<file path="src/rtl/fspa_ram.sv">
module fspa_ram #(
    parameter int WIDTH = 8,
    parameter int DEPTH = 16
) (
    input  logic                     i_clk,
    input  logic                     i_we,
    input  logic [$clog2(DEPTH)-1:0] i_addr,
    input  logic [WIDTH-1:0]         i_wdata,
    output logic [WIDTH-1:0]         o_rdata
);

    logic [WIDTH-1:0] r_mem [DEPTH];
    logic [WIDTH-1:0] r_rdata;

    always_ff @(posedge i_clk) begin
        if (i_we) begin
            r_mem[i_addr] <= i_wdata;
        end
        r_rdata <= r_mem[i_addr];
    end

    assign o_rdata = r_rdata;

endmodule

</file>
<file path="config.mk">
export PLATFORM = sky130hd
export DESIGN_NAME = fspa_ram
export DESIGN_NICKNAME = d
export VERILOG_FILES = /design/src/rtl/fspa_ram.sv
export SDC_FILE = /design/constraint.sdc
export NUM_CORES = 1
export LEC_CHECK = 0
export BUFFER_PORTS_ARGS = -buffer_cell sky130_fd_sc_hd__buf_2
export CAP_MARGIN = 0
export CORE_MARGIN = 2
export CORE_UTILIZATION = 35
export CTS_CLUSTER_SIZE = 28
export DETAILED_ROUTE_END_ITERATION = 16
export GPL_ROUTABILITY_DRIVEN = 0
export HOLD_SLACK_MARGIN = 0.15
export PLACE_DENSITY_LB_ADDON = 0.2
export SETUP_SLACK_MARGIN = 0.3
export SLEW_MARGIN = 20
export SYNTH_ARGS = -nofsm -noshare
export SYNTH_HDL_FRONTEND = slang
export SYNTH_SLANG_ARGS = --single-unit
export TNS_END_PERCENT = 30
</file>
<file path="constraint.sdc">
create_clock -name i_clk -period 2.21 [get_ports i_clk]
set_clock_uncertainty 0.15 [all_clocks]
set_input_delay 0.1105 -clock i_clk [delete_from_list [all_inputs] [get_ports i_clk]]
set_output_delay 0.1105 -clock i_clk [all_outputs]
set_load 0.01 [all_outputs]
</file>
==> Word-level counts from Yosys, hierarchy flattened <==
Memories as Yosys holds them, arrays and structs flattened. A register that Yosys moved wholly into a read port is not among the register bits.
Cells that the tools add are included.
{ "word_totals": {"register_bits": 0, "memories": 1, "mem_bits_rw": 128, "output_inout_bits": 8, "wordCells": 3, "inputBits": 14} }
{ "op_classes": {"n_mux": 2} }
{ "mem_list": {"columns": ["name", "depth", "word_bits", "read_ports", "rd_clocked_by_memory_dff", "wr", "line", "source"], "rows": [
  ["r_mem", 16, 8, 1, 1, 1, "12", "logic [WIDTH-1:0] r_mem [DEPTH];"]
]} }
{ "ops": {"columns": ["operator", "n"], "rows": [
  ["two-way mux 1 bit", 2]
]} }

==> Longest topological paths before layout <==
Gate-level depths: netlist (run 1).
{ "depth": {"depth_word": 2, "mapped_depth": 5} }

==> Worst setup path before layout (run 1) <==
Ideal clock, no wire load.
{ "synth_path": {"path_kind": "input to register", "from": "input port i_addr[2]", "to": "memory r_mem[0][0], enable pin", "path_stages": 2, "path_slack_ns": 0.456, "arrival_time_ns": 1.220, "required_time_ns": 1.677, "setup_time_ns": 0.383, "cell_sequence": "or3b_2 -> nor3_1"} }
{ "synth_rtl": {"columns": ["item", "line", "source"], "rows": [
  ["start: declaration", "7", "input logic [$clog2(DEPTH)-1:0] i_addr,"],
  ["end: declaration", "12", null]
]} }
No word-level cell before the write port.

==> metrics, run 1 <==
status=finished clean; nets@finish=~300; Resize count post-CTS=0; mapped cell area=around 5100 um^2; post-synthesis sequential area ratio=between 70% and 80%; clock sinks=~140; die width=approximately 120 um; f_max=643.7 MHz; largest net degree at the start of global routing=40; drt pass-1 iters=4; Slew Viols, Final=0; Mapped Cells=230; WP data required=2.36 ns; CTS H-tree depth=4; startpoint types=register; setup TNS=0 ns; Net Count, Synth=around 240; HPWL Detailed=about 6.3 mm; MaxCap Viol Count=0; CTS tree=done; final-report setup violation count=0; endpoint class of the critical path=register; Slew headroom=between 50 and 60%; vias per cell=5.079; # rows=43; Worst VDD drop=between 0.0006 and 0.0007 V; core area=between 10000 and 15000 um^2; Die Span Y=~120 um; Clk Latency, worst-skew pair=0.42 ns; Synth Register Bits=approximately 140; GRT Overall Usage=roughly 14%; Final Hold Vio Count=0; HP Class=in -> reg; critical path class=reg -> reg; Internal=approximately 0.0046 W; # Post-CTS Setup Buffers=0; port bufs=21; clk buf depth=2; switching share of power=roughly 20%; combinational fraction of design power=under 10%; Synth Warn #=0; Ant. Diodes=0; GRT Residual Overflow=0; initial core utilization=a little over a third; leak pwr=between 2 and 2.5 nW; routed vias=2438; most frequent cells after synthesis=edfxtp_1, mux4_2, a22oi_1; io pins=22; fillers=around 1200; DRT iter0 DRCs=251; RSZ-0062 raised after global routing=no; dominant cell type by area after synthesis=edfxtp_1; final instance area=6126 um^2; Reg power frac=approximately 51%; EDFF count, synth=about 130; Synth top area share=75.85%; NetSw=~0.0011 W; Slew @ Worst Pin=0.6468 ns; layout cells sized above 1=about a third; initial antenna violation count=0; DRT Wirelength=between 9 and 10 mm; slack of the critical path=0.6564 ns; Clock power frac=between 40 and 50%; final worst path period share=around 70%; main area contributors after synthesis=edfxtp_1, mux4_2, dfxtp_1; CTS buffer count=17; Remaining DRCs=0; mean post-synth cell area=~22 um^2; hold_ws=between 0.15 and 0.2 ns; DP Area=5513 um^2; Hold Buf Count CTS=8; Yosys cell types=18; Data arrival, critical path=1.71 ns; root buffer cell=clkbuf_16; Cell Pwr Density=approximately 940 nW/um^2; Die ar.=between 15000 and 20000 um^2; vias in the first global route=2541; area added between synthesis and finish=20.89%; post-route ant nets=0; total power=between 0.005 and 0.006 W; ys flop type=edfxtp_1; clock transition at the registers of the reported paths=0.06 ns; first-pass GRT wire length=around 16 mm; critical path fanouts, max=1; final worst path period need=between 1.5 and 2 ns; Routed WL per cell=between 20 and 25 um; top-count cell post-synth=edfxtp_1; pre-CTS setup slack=between 0.4 and 0.5 ns; post-synthesis async set-or-reset flop share=0%
metal layers:
metal  vias to the layer above  global-route usage [%]  wire length (um)
met3                        16                   4.338               320
met2                        40                   20.86              4739
met5                         -                       0                 0
li1                       1072                       -                 -
met4                         0                   6.742               207
met1                      1310                   18.35              4669
sequential cells by signal, summed over array words and instances, names as in the netlist:
name and flops:
o_rdata 8, r_mem 128
kinds of logic after synthesis:
group | count (synthesis) | share of synthesized area [%]
AOI/OAI and AO/OA | 16 | 2.370
and+or+nand+nor | 35 | 3.210
buffers and inverters | 11 | 1.185
muxes | 32 | 14.22
DFF | 136 | 79.01
cell type report:
type	instances	area [um^2]	area share [%]
Sequential cell	136	4004	65.36
Multi-Input combinational cell	83	1003	16.38
Clock buffer	27	483.0	7.884
Timing Repair Buffer	49	360.3	5.882
Tap cell	180	225.2	3.676
Clock inverter	5	50.05	0.8170
path summary, 6_finish.rpt:
kind | cells after the start | to | from | slack [ns]
max | 3 | o_rdata[3] | r_mem[3][3] | 0.66
min | 4 | o_rdata[6] | i_addr[3] | 0.18
max reg2reg | 3 | o_rdata[3] | r_mem[3][3] | 0.66
min reg2reg | 3 | o_rdata[7] | r_mem[12][7] | 0.53
cells in the final DEF, fill, tap and decap left out, drive strengths merged:
cell	instances
edfxtp	128
buf	41
mux4	32
clkbuf	27
a22oi	16
nor2	13
nand2	9
dlygate4sd3	8
dfxtp	8
nor3	4
clkinv	4
nor2b	2
nand3b	2
nand2b	2
and2	1
nand3	1
or3b	1
bufinv	1
worst max-delay path: stages (launching register included):
cell	delay, ns
edfxtp_1	0.37
mux4_2	0.47
a22oi_1	0.35
nand2_1	0.09
power by group through the flow:
| stage | Clock (W) | Combinational [W] | Sequential, W |
|---|---|---|---|
| floorplan | 0 | 0.000149 | 0.00296 |
| global placement | 0 | 0.000278 | 0.00295 |
| detailed placement | 0 | 0.000282 | 0.00295 |
| CTS | 0.00261 | 0.000293 | 0.00290 |
| global route | 0.00273 | 0.000314 | 0.00291 |
| finish | 0.00256 | 0.000287 | 0.00290 |
metrics by stage:
step	util [%]	std cells
3_3_place_gp	39.41	440
6_report	43.79	480
3_5_place_dp	39.41	440
4_1_cts	43.79	480
2_1_floorplan	-	230
5_1_grt	43.79	480
(Power assumes the default switching activity.)
==> run 2: changes to the inputs <==
- ABC_AREA: default -> 1
- clock period: 2.21 -> 1.3 ns (I/O delays scaled with it)
==> metrics, run 2 <==
combinational fraction of design power=7.7% (was 5.0%); most frequent cells after synthesis=nand2_1, edfxtp_1, inv_1 (was edfxtp_1, mux4_2, a22oi_1); ys flop type=edfxtp_1 (unchanged); multi-input logic area=1614 um^2 (was 1003 um^2); CTS buffer count=17 (unchanged); Slew @ Worst Pin=0.4765 ns (was 0.6468 ns); critical path class=reg -> reg (unchanged); layout cells sized above 1=18.29% (was 32.67%); GRT Residual Overflow=0 (unchanged); largest net degree at the start of global routing=34 (was 40); most common cell after layout, fill and taps aside=nand2_1 (was edfxtp_1); CP most frequent cell=nand2_1; clock sinks=136 (unchanged); Internal=0.007858 W (was 0.004608 W); core area=15770 um^2 (was 13990 um^2); slowest stage cell on the critical path=edfxtp_1 (was mux4_2); delay of the slowest cell on the worst path=0.36 ns (was 0.47 ns); post-synthesis sequential area ratio=71.59% (was 79.01%); Synth top area share=68.72% (was 75.85%); mapped cell area=5593 um^2 (was 5067 um^2); setup TNS=0 ns (unchanged); CTS tree=done (unchanged); leak pwr=2.872 nW (was 2.029 nW); CTS H-tree depth=4 (unchanged); Clk Latency, worst-skew pair=0.42 ns (about the same); status=finished, violations left (was finished clean); initial antenna violation count=0 (unchanged); endpoint class of the critical path=register (unchanged); # Post-CTS Setup Buffers=0 (unchanged); Mapped Cells=548 (was 230); vias in the first global route=3666 (was 2541); dpl cells=784 (was 440); DRT Wirelength=13.59 mm (was 9.936 mm); HP Class=in -> reg (unchanged); f_max=848.6 MHz (was 643.7 MHz); GR Util met3=3.746% (was 4.338%); GRT busiest layer=met1 (was met2); Synth Register Bits=136 (unchanged); register area=4008 um^2 (was 4004 um^2); Data arrival, critical path=1.33 ns (was 1.71 ns); Non-Filler Instances=823 (was 480); routed vias=3765 (was 2438); Reg power frac=49.1% (was 50.5%); critical path fanouts, max=1 (unchanged); Remaining DRCs=0 (unchanged); Yosys cell types=11 (was 18); largest register by flop count=r_mem (unchanged); clk buf depth=2 (unchanged); Net Count, Synth=562 (was 244); Ant. Diodes=0 (unchanged); leading cell types in the layout, fill and taps excluded=nand2_1, edfxtp_1, inv_1 (was edfxtp_1, mux4_2, buf_2, buf_4, clkbuf_16); MaxCap Viol Count=0 (unchanged); final worst path period need=1.178 ns (was 1.554 ns); final worst path period share=90.64% (was 70.30%); hold_ws=-0.002547 ns (was 0.1847 ns); Slew Viols, Final=0 (unchanged); Hold Buf Count CTS=7 (was 8); Slew headroom=68.24% (was 56.79%); Die ar.=17010 um^2 (was 15460 um^2); post-synthesis async set-or-reset flop share=0% (unchanged); met2 GRT Util=25.62% (was 20.86%); CP Cell Sequence=nand2_1 -> nand2_1 -> nand2_1 -> nand2_1 -> nand2_1 -> nand2_1 -> inv_1 -> nand2_1 (was mux4_2 -> a22oi_1 -> nand2_1); RSZ-0062 raised after global routing=yes (was no); top-count cell post-synth=nand2_1 (was edfxtp_1); root buffer cell=clkbuf_16 (unchanged); Die Span Y=130.4 um (was 124.3 um); # rows=46 (was 43); post-route ant nets=0 (unchanged); first-pass GRT wire length=21.29 mm (was 15.52 mm); Synth Warn #=0 (unchanged); critical path's top delay family=simple AND/OR/NAND/NOR gates (was multiplexers); Global Route met1 Usage=25.65% (was 18.35%); io pins=22 (unchanged); drt pass-1 iters=4 (unchanged); fillers=1528 (was 1223); WP buf/inv=1 (was 0); Clock power frac=43.2% (was 44.5%); max FFs per register=128 (unchanged); Routed WL per cell=16.51 um (was 20.70 um); NetSw=0.002199 W (was 0.001137 W); initial core utilization=35.46% (was 36.23%); WP data required=1.45 ns (was 2.36 ns); area added between synthesis and finish=24.43% (was 20.89%); die width=130.4 um (was 124.3 um); GRT Overall Usage=17.68% (was 13.87%); clock transition at the registers of the reported paths=0.06 ns (about the same); Final Hold Vio Count=1 (was 0); DRT iter0 DRCs=240 (was 251); nets@finish=608 (was 301); failing checks=negative hold slack; startpoint types=register (unchanged); Worst VDD drop=0.0009140 V (was 0.0006065 V); EDFF count, synth=128 (unchanged); final-report setup violation count=0 (unchanged); main area contributors after synthesis=edfxtp_1, nand2_1, dfxtp_1 (was edfxtp_1, mux4_2, dfxtp_1); HPWL Detailed=8.893 mm (was 6.256 mm); switching share of power=21.86% (was 19.79%); Cell Pwr Density=1445 nW/um^2 (was 937.8 nW/um^2); vias per cell=4.575 (was 5.079); port bufs=21 (unchanged); dominant cell type by area after synthesis=edfxtp_1 (unchanged); mean post-synth cell area=10.21 um^2 (was 22.03 um^2)
run 2: cell types whose count changed after synthesis, sizes merged:
cell | previous run | this run
and2 | 1 | 0
nor2 | 13 | 18
nor3 | 4 | 0
a22oi | 16 | 0
nand3 | 1 | 4
inv | 0 | 22
or3b | 1 | 0
nor2b | 2 | 0
nand2b | 2 | 0
mux4 | 32 | 0
clkinv | 0 | 1
nand3b | 2 | 0
nand2 | 9 | 346
buf | 8 | 18
run 2: cells by family after synthesis:
family | count (synthesis) | share of synthesized area (%)
DFF | 136 | 71.59
and+or+nand+nor | 368 | 24.79
buffers and inverters | 44 | 3.624
run 2: power by group through the flow:
stage	logic (W)	registers [W]	clock network [W]
floorplan	0.000408	0.00503	0
global placement	0.000735	0.00502	0
detailed placement	0.000733	0.00502	0
CTS	0.000755	0.00493	0.00444
global route	0.000860	0.00494	0.00464
finish	0.000772	0.00494	0.00435
run 2: timing repair:
item,in CTS,in global routing
cloned,0,0
pin swaps,18,21
endpoints found under the hold margin,264,125
setup endpoints to repair,16,53
resized for setup,2,21
run 2: final cells by class:
class / count / area share (%)
sequential: 136 / 57.59
tap: 216 / 3.883
timing repair buffer: 48 / 6.023
clock buffer: 29 / 7.497
clock inverter: 3 / 0.2157
inverter: 23 / 1.600
multi-input combinational: 368 / 23.19
run 2: stage by stage:
step	cell area (um^2)	utilization [%]	hold slack (ns)	setup slack, ns	total power [W]
floorplan	5863	-	0.01387	0.1339	0.005440
global placement	6287	39.87	0.3130	-0.05794	0.005755
detailed placement	6287	39.87	0.3131	-0.06743	0.005754
CTS	6899	43.75	0.009415	0.1553	0.01013
global route	6959	44.13	-0.001793	0.05620	0.01045
finish	6959	44.13	-0.002547	0.1216	0.01006
run 2: final timing paths:
| check | startpoint | endpoint | slack (ns) | depth (start not counted) |
|---|---|---|---|---|
| min | i_wdata[7] | r_mem[12][7] | -0.003 | 1 |
| max | r_mem[7][0] | o_rdata[0] | 0.12 | 8 |
| min reg2reg | r_mem[2][2] | o_rdata[2] | 0.59 | 8 |
| max reg2reg | r_mem[7][0] | o_rdata[0] | 0.12 | 8 |
run 2: per-layer routing:
layer  vias to the layer above  part of all wire [%]
li1                       1847                     -
met1                      1786                    50
met2                       106                    44
met3                        26                   3.6
met4                         0                   2.6
met5                         -                     0
==> run 3: changes to the inputs <==
- CORE_UTILIZATION: 35 -> 34
==> metrics, run 3 (same netlist as run 2, synthesis figures left out) <==
nets@finish=606 (was 608); layout cells sized above 1=18.18% (was 18.29%); area added between synthesis and finish=23.24% (was 24.43%); die width=132.3 um (was 130.4 um); DRT Wirelength=13.15 mm (was 13.59 mm); critical path fanouts, max=1 (unchanged); clk buf depth=2 (unchanged); Routed WL per cell=16.02 um (was 16.51 um); GRT Overall Usage=16.41% (was 17.68%); WP data required=1.47 ns (was 1.45 ns); Hold Buf Count CTS=8 (was 7); GRT Residual Overflow=0 (unchanged); initial antenna violation count=0 (unchanged); # Post-CTS Setup Buffers=0 (unchanged); largest register by flop count=r_mem (unchanged); slack of the critical path=0.1564 ns (was 0.1216 ns); vias in the first global route=3732 (was 3666); worst hold endpoint=r_mem[14][7] (was r_mem[12][7]); clock transition at the registers of the reported paths=0.06 ns (about the same); Clk Latency, worst-skew pair=0.42 ns (about the same); root buffer cell=clkbuf_16 (unchanged); first-pass GRT wire length=21.02 mm (was 21.29 mm); MaxCap Viol Count=0 (unchanged); switching share of power=22.46% (was 21.86%); final worst path period need=1.144 ns (was 1.178 ns); CTS tree=done (unchanged); f_max=874.4 MHz (was 848.6 MHz); port bufs=21 (unchanged); min-delay src=i_we (was i_wdata[7]); RSZ-0062 raised after global routing=yes (unchanged); Data arrival, critical path=1.31 ns (was 1.33 ns); total power=0.01014 W (was 0.01006 W); FF-to-FF End=o_rdata[3] (was o_rdata[0]); CTS buffer count=17 (unchanged); status=finished clean (was finished, violations left); CTS H-tree depth=4 (unchanged); DRT iter0 DRCs=276 (was 240); Reg power frac=48.6% (was 49.1%); hold path cells=3 (was 1); pre-CTS setup slack=-0.1394 ns (was -0.06743 ns); Worst VDD drop=0.0009975 V (was 0.0009140 V); final instance area=6893 um^2 (was 6959 um^2); combinational fraction of design power=7.2% (was 7.7%); DP Area=6227 um^2 (was 6287 um^2); final worst path period share=87.97% (was 90.64%); HP Class=in -> reg (unchanged); endpoint class of the critical path=register (unchanged); io pins=22 (unchanged); initial core utilization=34.95% (was 35.46%); R2R setup slack=0.16 ns (was 0.12 ns); Slew @ Worst Pin=0.4490 ns (was 0.4765 ns); routed vias=3687 (was 3765); leak pwr=2.839 nW (was 2.872 nW); Final Hold Vio Count=0 (was 1); Worst R2R Path Depth=8 (unchanged); core area=16000 um^2 (was 15770 um^2); critical path class=reg -> reg (unchanged); Remaining DRCs=0 (unchanged); # rows=46 (unchanged); most common cell after layout, fill and taps aside=nand2_1 (unchanged); Slew Viols, Final=0 (unchanged); max FFs per register=128 (unchanged); vias per cell=4.491 (was 4.575); drt pass-1 iters=5 (was 4); NetSw=0.002277 W (was 0.002199 W); Slew headroom=70.07% (was 68.24%); Clock power frac=44.1% (was 43.2%); Die ar.=17490 um^2 (was 17010 um^2); largest net degree at the start of global routing=46 (was 34); Die Span Y=132.3 um (was 130.4 um); clock sinks=136 (unchanged); startpoint types=register (unchanged); FF-to-FF Start=r_mem[5][3] (was r_mem[7][0]); post-route ant nets=0 (unchanged); Ant. Diodes=0 (unchanged); Cell Pwr Density=1471 nW/um^2 (was 1445 nW/um^2); HPWL Detailed=8.384 mm (was 8.893 mm); final-report setup violation count=0 (unchanged); Internal=0.007863 W (was 0.007858 W); leading cell types in the layout, fill and taps excluded=nand2_1, edfxtp_1, buf_2, nor2_4, clkbuf_16 (was nand2_1, edfxtp_1, inv_1)
run 3: cell type report:
class | count | area [um^2]
fillers | 1613 | 9107
clock inverters | 7 | 70.07
well taps | 216 | 270.3
flip-flops and latches | 136 | 4006
clock buffers | 25 | 475.5
multi-input cells | 368 | 1597
repair buffers | 46 | 362.8
inverters | 23 | 111.4
run 3: through the flow:
step                utilization (%)  TNS [ns]  std cells  hold WS, ns
floorplan                         -         0        548      0.01387
global placement              38.92    -7.203        781       0.3109
detailed placement            38.92    -7.840        781       0.3126
CTS                           42.86         0        821      0.09249
global route                  43.08         0        821       0.1076
finish                        43.08         0        821      0.09959
run 3: timing repair:
| action | in CTS | in global routing |
|---|---|---|
| resized for setup | 7 | 15 |
| hold endpoints to repair | 260 | 108 |
| setup endpoints to repair | 16 | 56 |
| pin swaps | 12 | 28 |
run 3: worst max-delay path by stage:
stage / start / end / slack [ns] / cells after the start
final: r_mem[5][3] / o_rdata[3] / 0.16 / 8
after global routing: r_mem[4][3] / o_rdata[3] / 0.04 / 8
after CTS: r_mem[5][4] / o_rdata[4] / 0.17 / 8
after detailed placement: i_addr[0] / r_mem[13][2] / -0.14 / 4
after global placement: i_addr[0] / r_mem[13][3] / -0.12 / 4
after floorplan: i_addr[1] / r_mem[13][0] / 0.13 / 5
run 3: worst max-delay path: stages, from the launching register on:
cell      delay, ns
edfxtp_1       0.37
nand2_1        0.08
nand2_1        0.05
nand2_1        0.06
nand2_1        0.06
nand2_1        0.06
nand2_1        0.07
inv_2          0.09
nand2_2        0.05
run 3: routing by layer:
metal	global-route usage (%)	vias to the layer above	share of wire (%)
met1	21.18	1775	48
met5	0	-	0
met3	4.921	13	3.6
met4	5.317	0	1.3
met2	26.62	54	48
li1	-	1845	-
run 3: power by group through the flow:
stage	combinational, W	clock, W	sequential, W
2_1_floorplan	0.000408	0	0.00503
5_1_grt	0.000828	0.00476	0.00494
3_3_place_gp	0.000702	0	0.00502
6_report	0.000733	0.00448	0.00493
4_1_cts	0.000731	0.00453	0.00493
3_5_place_dp	0.000704	0	0.00502
